## config.mk

```make
export PLATFORM = sky130hd
export DESIGN_NAME = hop_limited_reachability_unit_flat
export DESIGN_NICKNAME = d
export VERILOG_FILES = /design/src/design/hlr_pkg.sv /design/src/design/hlr_if.sv /design/src/design/hlr_datapath.sv /design/src/design/hlr_ctrl.sv /design/src/design/hop_limited_reachability_unit.sv /design/src/flat_wrapper.sv
export SDC_FILE = /design/constraint.sdc
export NUM_CORES = 2
export LEC_CHECK = 0
export ABC_AREA = 1
export BUFFER_PORTS_ARGS = -buffer_cell sky130_fd_sc_hd__buf_2
export CAP_MARGIN = 5
export CELL_PAD_IN_SITES_DETAIL_PLACEMENT = 0
export CELL_PAD_IN_SITES_GLOBAL_PLACEMENT = 2
export CORE_MARGIN = 3
export CORE_UTILIZATION = 41
export DETAILED_ROUTE_END_ITERATION = 10
export PLACE_DENSITY_LB_ADDON = 0.12
export SETUP_SLACK_MARGIN = 0.1
export SLEW_MARGIN = 20
export SYNTH_ARGS = -nofsm -noshare
export SYNTH_HDL_FRONTEND = slang
export SYNTH_SLANG_ARGS = --single-unit
```

## constraint.sdc

```tcl
create_clock -name clk -period 4.5 [get_ports clk]
set_input_delay 0.225 -clock clk [delete_from_list [all_inputs] [get_ports clk]]
set_output_delay 0.225 -clock clk [all_outputs]
set_load 0.03 [all_outputs]
```

## src/design/hlr_pkg.sv

```systemverilog
// Shared types and constants for the hop-limited reachability unit.
package hlr_pkg;

    localparam int VERTEX_W         = 5;
    localparam int LIMIT_W          = 8;
    localparam int NUM_VERTICES_DEF = 32;

    typedef enum logic [0:0] {
        OP_ADD_EDGE = 1'b0,
        OP_QUERY    = 1'b1
    } op_t;

    typedef enum logic [1:0] {
        ST_IDLE,
        ST_EXPAND,
        ST_REPORT
    } state_t;

    // Controller to datapath commands
    typedef struct packed {
        logic edge_wr;
        logic query_load;
        logic step;
        logic result_load;
    } ctl_cmd_t;

    // Datapath to controller status
    typedef struct packed {
        logic expand_done;
    } dp_status_t;

endpackage

```

## src/design/hlr_if.sv

```systemverilog
// Handshake interfaces for the command and response channels.
interface hlr_cmd_if;
    logic                              valid;
    logic                              ready;
    hlr_pkg::op_t                      operation;
    logic [hlr_pkg::VERTEX_W-1:0]      vertex_a;
    logic [hlr_pkg::VERTEX_W-1:0]      vertex_b;
    logic [hlr_pkg::LIMIT_W-1:0]       depth_limit;

    modport source (output valid, operation, vertex_a, vertex_b, depth_limit, input ready);
    modport sink   (input valid, operation, vertex_a, vertex_b, depth_limit, output ready);
endinterface

interface hlr_rsp_if;
    logic valid;
    logic ready;
    logic path_found;

    modport source (output valid, path_found, input ready);
    modport sink   (input valid, path_found, output ready);
endinterface

```

## src/design/hlr_datapath.sv

```systemverilog
// Adjacency matrix, reach set expansion, hop counting and result register.
module hlr_datapath #(
    parameter int NUM_VERTICES = hlr_pkg::NUM_VERTICES_DEF
) (
    input  logic                          clk,
    input  logic                          rst_n,
    input  hlr_pkg::ctl_cmd_t             ctl,
    input  logic [hlr_pkg::VERTEX_W-1:0]  vertex_a,
    input  logic [hlr_pkg::VERTEX_W-1:0]  vertex_b,
    input  logic [hlr_pkg::LIMIT_W-1:0]   depth_limit,
    output hlr_pkg::dp_status_t           status,
    output logic                          path_found
);

    localparam int HOP_W = $clog2(NUM_VERTICES);

    logic [NUM_VERTICES-1:0] adj_reg [NUM_VERTICES];
    logic [NUM_VERTICES-1:0] reach_reg;
    logic [NUM_VERTICES-1:0] reach_next;
    logic [NUM_VERTICES-1:0] goal_hot_reg;
    logic [HOP_W-1:0]        hop_reg;
    logic [HOP_W-1:0]        steps_reg;
    logic [HOP_W-1:0]        steps_next;
    logic                    oor_reg;
    logic                    same_reg;
    logic                    path_found_reg;
    logic                    path_found_next;

    logic [NUM_VERTICES-1:0] a_hot;
    logic [NUM_VERTICES-1:0] b_hot;
    logic                    in_range;

    // A vertex number at or above the vertex count decodes to all zeros
    assign a_hot    = NUM_VERTICES'(1) << vertex_a;
    assign b_hot    = NUM_VERTICES'(1) << vertex_b;
    assign in_range = (|a_hot) && (|b_hot);

    assign steps_next = (depth_limit > hlr_pkg::LIMIT_W'(NUM_VERTICES - 1))
                        ? HOP_W'(NUM_VERTICES - 1) : HOP_W'(depth_limit);

    // Matrix is symmetric, so row j doubles as column j
    for (genvar j = 0; j < NUM_VERTICES; j++) begin : g_row
        assign reach_next[j] = reach_reg[j] | (|(adj_reg[j] & reach_reg));

        always_ff @(posedge clk or negedge rst_n)
        begin
            if (!rst_n)
            begin
                adj_reg[j] <= '0;
            end
            else if (ctl.edge_wr && in_range)
            begin
                adj_reg[j] <= adj_reg[j] | (a_hot[j] ? b_hot : '0) | (b_hot[j] ? a_hot : '0);
            end
        end
    end

    // Done when a vertex was out of range, the hop budget is spent or the reach set stopped growing
    assign status.expand_done = oor_reg || (hop_reg == steps_reg) || (reach_next == reach_reg);

    assign path_found_next = oor_reg ? same_reg : (|(reach_reg & goal_hot_reg));

    always_ff @(posedge clk or negedge rst_n)
    begin
        if (!rst_n)
        begin
            reach_reg <= '0;
            hop_reg   <= '0;
            steps_reg <= '0;
        end
        else if (ctl.query_load)
        begin
            reach_reg <= in_range ? a_hot : '0;
            hop_reg   <= '0;
            steps_reg <= steps_next;
        end
        else if (ctl.step)
        begin
            reach_reg <= reach_next;
            hop_reg   <= hop_reg + HOP_W'(1);
        end
    end

    always_ff @(posedge clk)
    begin
        if (ctl.query_load)
        begin
            goal_hot_reg <= b_hot;
            oor_reg      <= !in_range;
            same_reg     <= (vertex_a == vertex_b);
        end
        if (ctl.result_load)
        begin
            path_found_reg <= path_found_next;
        end
    end

    assign path_found = path_found_reg;

    a_hop_bound: assert property (@(posedge clk) disable iff (!rst_n)
        hop_reg <= steps_reg)
        else $error("hop counter ran past its step budget");

    a_reach_grows: assert property (@(posedge clk) disable iff (!rst_n)
        ctl.step |=> ((reach_reg & $past(reach_reg)) == $past(reach_reg)))
        else $error("reach set lost a vertex during expansion");

endmodule

```

## src/design/hlr_ctrl.sv

```systemverilog
// Sequencer for edge writes, query expansion and response handoff.
module hlr_ctrl (
    input  logic                 clk,
    input  logic                 rst_n,
    input  logic                 cmd_valid,
    input  hlr_pkg::op_t         operation,
    output logic                 cmd_ready,
    output logic                 rsp_valid,
    input  logic                 rsp_ready,
    input  hlr_pkg::dp_status_t  status,
    output hlr_pkg::ctl_cmd_t    ctl
);

    hlr_pkg::state_t state_reg;
    hlr_pkg::state_t state_next;
    logic            rsp_valid_reg;
    logic            rsp_valid_next;

    always_ff @(posedge clk or negedge rst_n)
    begin
        if (!rst_n)
        begin
            state_reg     <= hlr_pkg::ST_IDLE;
            rsp_valid_reg <= 1'b0;
        end
        else
        begin
            state_reg     <= state_next;
            rsp_valid_reg <= rsp_valid_next;
        end
    end

    always_comb
    begin
        state_next     = state_reg;
        ctl            = '0;
        cmd_ready      = 1'b0;
        rsp_valid_next = rsp_valid_reg && !rsp_ready;
        case (state_reg)
            hlr_pkg::ST_IDLE:
            begin
                cmd_ready = 1'b1;
                if (cmd_valid)
                begin
                    if (operation == hlr_pkg::OP_QUERY)
                    begin
                        ctl.query_load = 1'b1;
                        state_next     = hlr_pkg::ST_EXPAND;
                    end
                    else
                    begin
                        ctl.edge_wr = 1'b1;
                    end
                end
            end
            hlr_pkg::ST_EXPAND:
            begin
                if (status.expand_done)
                begin
                    state_next = hlr_pkg::ST_REPORT;
                end
                else
                begin
                    ctl.step = 1'b1;
                end
            end
            hlr_pkg::ST_REPORT:
            begin
                // wait for the response register to free up
                if (!rsp_valid_reg || rsp_ready)
                begin
                    ctl.result_load = 1'b1;
                    rsp_valid_next  = 1'b1;
                    state_next      = hlr_pkg::ST_IDLE;
                end
            end
            default:
            begin
                state_next = hlr_pkg::ST_IDLE;
            end
        endcase
    end

    assign rsp_valid = rsp_valid_reg;

    a_load_shows: assert property (@(posedge clk) disable iff (!rst_n)
        ctl.result_load |=> rsp_valid_reg)
        else $error("loaded result not presented");

    a_query_expands: assert property (@(posedge clk) disable iff (!rst_n)
        ctl.query_load |=> (state_reg == hlr_pkg::ST_EXPAND))
        else $error("accepted query did not start expansion");

    a_report_holds: assert property (@(posedge clk) disable iff (!rst_n)
        (state_reg == hlr_pkg::ST_REPORT && rsp_valid_reg && !rsp_ready)
        |=> (state_reg == hlr_pkg::ST_REPORT))
        else $error("result overwrote an untaken response word");

endmodule

```

## src/design/hop_limited_reachability_unit.sv

```systemverilog
// Hop-limited reachability unit: an undirected graph as an adjacency bit matrix
// in flip-flops, cleared by reset, with reach-set expansion for queries. An
// add-edge word is taken while idle and gives no response. A query word gives
// one response word: the source is loaded, then up to min(depth_limit,
// NUM_VERTICES-1) expansion steps run, stopping early once the reach set no
// longer grows or a vertex is out of range; the controller then sees it done
// and loads the response register once that is free. Each expansion cycle adds
// one hop through an OR-reduction per matrix row. Edge words are still taken
// while a response word waits on the response channel.
module hop_limited_reachability_unit #(
    parameter int NUM_VERTICES = hlr_pkg::NUM_VERTICES_DEF
) (
    input  logic   clk,
    input  logic   rst_n,
    hlr_cmd_if.sink   cmd,
    hlr_rsp_if.source rsp
);

    hlr_pkg::ctl_cmd_t   ctl;
    hlr_pkg::dp_status_t status;

    hlr_ctrl u_ctrl (
        .clk       (clk),
        .rst_n     (rst_n),
        .cmd_valid (cmd.valid),
        .operation (cmd.operation),
        .cmd_ready (cmd.ready),
        .rsp_valid (rsp.valid),
        .rsp_ready (rsp.ready),
        .status    (status),
        .ctl       (ctl)
    );

    hlr_datapath #(
        .NUM_VERTICES (NUM_VERTICES)
    ) u_datapath (
        .clk         (clk),
        .rst_n       (rst_n),
        .ctl         (ctl),
        .vertex_a    (cmd.vertex_a),
        .vertex_b    (cmd.vertex_b),
        .depth_limit (cmd.depth_limit),
        .status      (status),
        .path_found  (rsp.path_found)
    );

endmodule

```

## src/flat_wrapper.sv

```systemverilog
// flat-port wrapper written by rule: the top's interface ports become plain ports
module hop_limited_reachability_unit_flat 
#(
    parameter int NUM_VERTICES = hlr_pkg::NUM_VERTICES_DEF
)
  (clk, rst_n, cmd_valid, cmd_operation, cmd_vertex_a, cmd_vertex_b, cmd_depth_limit, cmd_ready, rsp_valid, rsp_path_found, rsp_ready);
  hlr_cmd_if cmd_i ();
  hlr_rsp_if rsp_i ();
  input  logic clk;
  input  logic rst_n;
  input wire logic [$bits(cmd_i.valid)-1:0] cmd_valid;
  input wire logic [$bits(cmd_i.operation)-1:0] cmd_operation;
  input wire logic [$bits(cmd_i.vertex_a)-1:0] cmd_vertex_a;
  input wire logic [$bits(cmd_i.vertex_b)-1:0] cmd_vertex_b;
  input wire logic [$bits(cmd_i.depth_limit)-1:0] cmd_depth_limit;
  output wire logic [$bits(cmd_i.ready)-1:0] cmd_ready;
  output wire logic [$bits(rsp_i.valid)-1:0] rsp_valid;
  output wire logic [$bits(rsp_i.path_found)-1:0] rsp_path_found;
  input wire logic [$bits(rsp_i.ready)-1:0] rsp_ready;
  assign cmd_i.valid = cmd_valid;
  assign cmd_i.operation = cmd_operation;
  assign cmd_i.vertex_a = cmd_vertex_a;
  assign cmd_i.vertex_b = cmd_vertex_b;
  assign cmd_i.depth_limit = cmd_depth_limit;
  assign cmd_ready = cmd_i.ready;
  assign rsp_valid = rsp_i.valid;
  assign rsp_path_found = rsp_i.path_found;
  assign rsp_i.ready = rsp_ready;
  hop_limited_reachability_unit #(.NUM_VERTICES(NUM_VERTICES)) u_core (.clk(clk), .rst_n(rst_n), .cmd(cmd_i), .rsp(rsp_i));
endmodule
```

==> metrics.md <==
| Metric | Value |
|---|---|
| Status | `finished clean` |
| Area Growth Syn to Fin | `10.6%` |
| Clk Latency, worst-skew pair | `0.77 ns` |
| Wl on met1 | `93100 um` |
| DR WL met3 | `14300 um` |
| Worst endpoint data arrival time | `4.33 ns` |
| Overflow after GRT | `0` |
| Global Route Usage Sum | `30.7%` |
| Lkg Pwr | `0.0310 uW` |
| Max-slew violation count | `0` |
| Gpl congestion | `0.903` |
| Slew HR | `23.9%` |
| FF+latch area | `27800 um2` |
| Clk_skew | `0.0373 ns` |
| Post-synthesis area per instance | `7.38 um2` |
| CP max-delay cell | `dfrtp_2` |
| Cell taking the most area after synthesis | `dfrtp_1` |
| Clock-pin slew on the worst setup and hold paths | `0.07 ns` |
| Initial antenna violation count | `10` |
| Post-DP HPWL | `132000 um` |
| CTS Root Cell | `clkbuf_16` |
| Yosys warning total | `0` |
| Worst-case clock buffer depth | `3` |
| Slew @ Worst Pin | `1.14 ns` |
| Final WS setup | `0.876 ns` |
| Worst stage delay on the critical path | `0.72 ns` |
| Via Count | `45.6k` |
| DR iter-0 viols | `4497` |
| Most used DFF post-synth | `dfrtp_1` |
| # resized after CTS | `0` |
| Chip Width | `367 um` |
| Core area | `129000 um2` |
| Wire per inst | `23.1 um` |
| H-tree depth | `4` |
| Synth async-reset ratio | `96.8%` |
| CTS buffer count | `134` |
| Final Hold Fails | `0` |
| Initial Util | `41.6%` |
| Share of the synthesized area in the top cell type | `50.1%` |
| Post-synthesis cell count | `7236` |
| Synth Cell Area | `53400 um2` |
| Max reg flops | `1024` |
| Worst Path Max Fanout | `25` |
| Post-synth cell types | `34` |
| Max cap viols | `0` |
| WHS | `0.0484 ns` |
| Post-CTS setup buffers | `0` |
| Die height | `367 um` |
| Most numerous cell in the Yosys netlist | `nand2_1` |
| DRT Wirelength | `207000 um` |
| Final setup vio count | `0` |
| Flops & latches, synth | `1104` |
| Hold-fix buffers at CTS | `15` |
| RSZ-0062 raised after global routing | `false` |
| Total Nets Final | `7149` |
| Row cnt | `131` |
| Pwr per Cell Area | `515 nW/um2` |
| First-pass GRT wire length | `306000 um` |
| Most frequent cells after synthesis | `nand2_1, inv_1, dfrtp_1` |
| Fillers | `13.3k` |
| Fraction of layout instances using a drive strength above 1 | `6.62%` |
| Place WS | `0.926 ns` |
| Worst ir drop on vdd | `0.406 mV` |
| Multi-input gate area | `18900 um2` |
| Synth area leaders | `dfrtp_1, nand2_1, inv_1` |
| Final period util | `80.5%` |
| Number of synthesized flops with an enable pin | `35` |
| Vias per inst | `5.08` |
| Clock sink count | `1104` |
| CP Cell Sequence | `buf_4 -> nand2_1 -> nand2_1 -> nor2_1 -> nand2_1 -> nor2_1 -> nand2_1 -> nand2_1 -> nand2_1 -> nor2_1 -> nand2_1 -> nor2_1 -> nand2_2 -> nand2_4 -> buf_4 -> nand3_1 -> nand2_1` |
| Crit-path most repeated cell | `nand2_1` |
| Die footprint | `135000 um2` |
| I/O pin cnt | `26` |
| CTS tree | `built` |
| Fmax | `276 MHz` |
| Largest net degree at the start of global routing | `168` |
| Hold Path Class | `in2async` |
| Total power | `30500 uW` |
| Minimum clock period | `3.62 ns` |
| CP Launch Type | `flop` |
| DRT Pass-1 Iters | `5` |
| Post-synthesis sequential area ratio | `52.1%` |
| Antenna Nets Post-Route | `0` |
| # port buffers | `25` |
| Met2 routed WL | `91600 um` |
| Area after DPL | `54500 um2` |
| Drc violations | `0` |
| Design Area, Final | `59100 um2` |
| CP Class | `reg2reg` |
| Number of global-route vias before repair | `44.8k` |
| Critical Path Sink Type | `flop` |
| Req. time, crit path | `5.20 ns` |
| TNS Setup | `0 ns` |
| Syn nets | `7260` |
| Max layer used | `met5` |
## logic make-up after synthesis
family | Yosys count | synth area share [%]
AOI/OAI and AO/OA | 619 | 6.90
other | 1 | 0.00702
and+or+nand+nor | 3953 | 28.3
buffers and inverters | 1548 | 12.6
xor gates and xnor gates | 10 | 0.164
DFF | 1104 | 52.1
adders and majority gates | 1 | 0.0234
## final cells by class
type | count | area share [%]
clock buffers | 196 | 6.71
diodes | 7 | 0.0296
well taps | 1729 | 3.66
clock inverters | 46 | 0.834
flip-flops and latches | 1104 | 47.1
inverters | 1141 | 7.25
multi-input cells | 4584 | 32.0
repair buffers | 160 | 2.43
## critical path, delay by kind of cell (launching register included)
| kind | cells | cell delay, ns |
|---|---|---|
| and+or+nand+nor | 15 | 2.04 |
| buffers and inverters | 2 | 0.76 |
| DFF | 1 | 0.72 |
## cells in the final DEF (no fill, tap or decap), types with 3 or more instances in the layout
cell           synthesis  routed
a221oi_1               6       6
a22o_1                 7       7
a31o_2                31      31
buf_12                 3      20
buf_2                 24      24
buf_4                  1     100
bufinv_16              0       8
clkbuf_1             253      30
clkbuf_16              0     139
clkbuf_8               0      27
clkinv_2               0      24
clkinvlp_4             0       4
dfrtp_1             1069    1041
dfrtp_2                0      28
diode_2                0       7
dlygate4sd3_1          0      15
edfxtp_1              35      35
inv_1               1140    1102
inv_2                  1      36
inv_6                  0       8
nand2_1             3132    3132
nand3_1               39      39
nand3_2               20      20
nand4_1                7       7
nor2_1               737     737
nor3_4                 0       3
nor4_1                 9       9
o21ai_0              227     227
o21ai_1               16      16
o22ai_1              329     329
xnor2_1                3       3
xor2_1                 7       7
## per-stage QoR
step | util [%] | std cells
finish | 46.0 | 8967
global route | 46.0 | 8962
CTS | 46.0 | 8960
detailed placement | 42.4 | 8703
global placement | 42.4 | 8703
floorplan | - | 7236
## worst paths after layout
| path | startpoint | end | slack (ns) | cells after the start |
|---|---|---|---|---|
| worst max-delay path | u_core.u_datapath.reach_reg[0] | u_core.u_datapath.reach_reg[30] | 0.88 | 17 |
| worst min-delay path | rst_n | u_core.u_datapath.adj_reg[113] | 0.05 | 2 |
| worst max register to register | u_core.u_datapath.reach_reg[0] | u_core.u_datapath.reach_reg[30] | 0.88 | 17 |
| worst min register to register | u_core.u_datapath.adj_reg[158] | u_core.u_datapath.adj_reg[158] | 0.45 | 2 |
| max in group asynchronous | rst_n | u_core.u_datapath.adj_reg[551] | 2.99 | 3 |
| min in group clk | cmd_vertex_b[1] | u_core.u_datapath.adj_reg[46] | 0.07 | 5 |
## power breakdown
group	internal [uW]	leakage (uW)	switching (uW)	total (uW)
Clock	6570	0.00220	4500	11100
Combinational	2370	0.0188	5110	7490
Sequential	10200	0.00996	1680	11900
## per-layer routing
metal / vias to the layer above / track usage [%]
met1: 22300 / 43.5
met5: - / 0
met3: 344 / 5.26
li1: 21400 / -
met4: 2 / 11.9
met2: 1554 / 47.1
(Power assumes the default switching activity.)
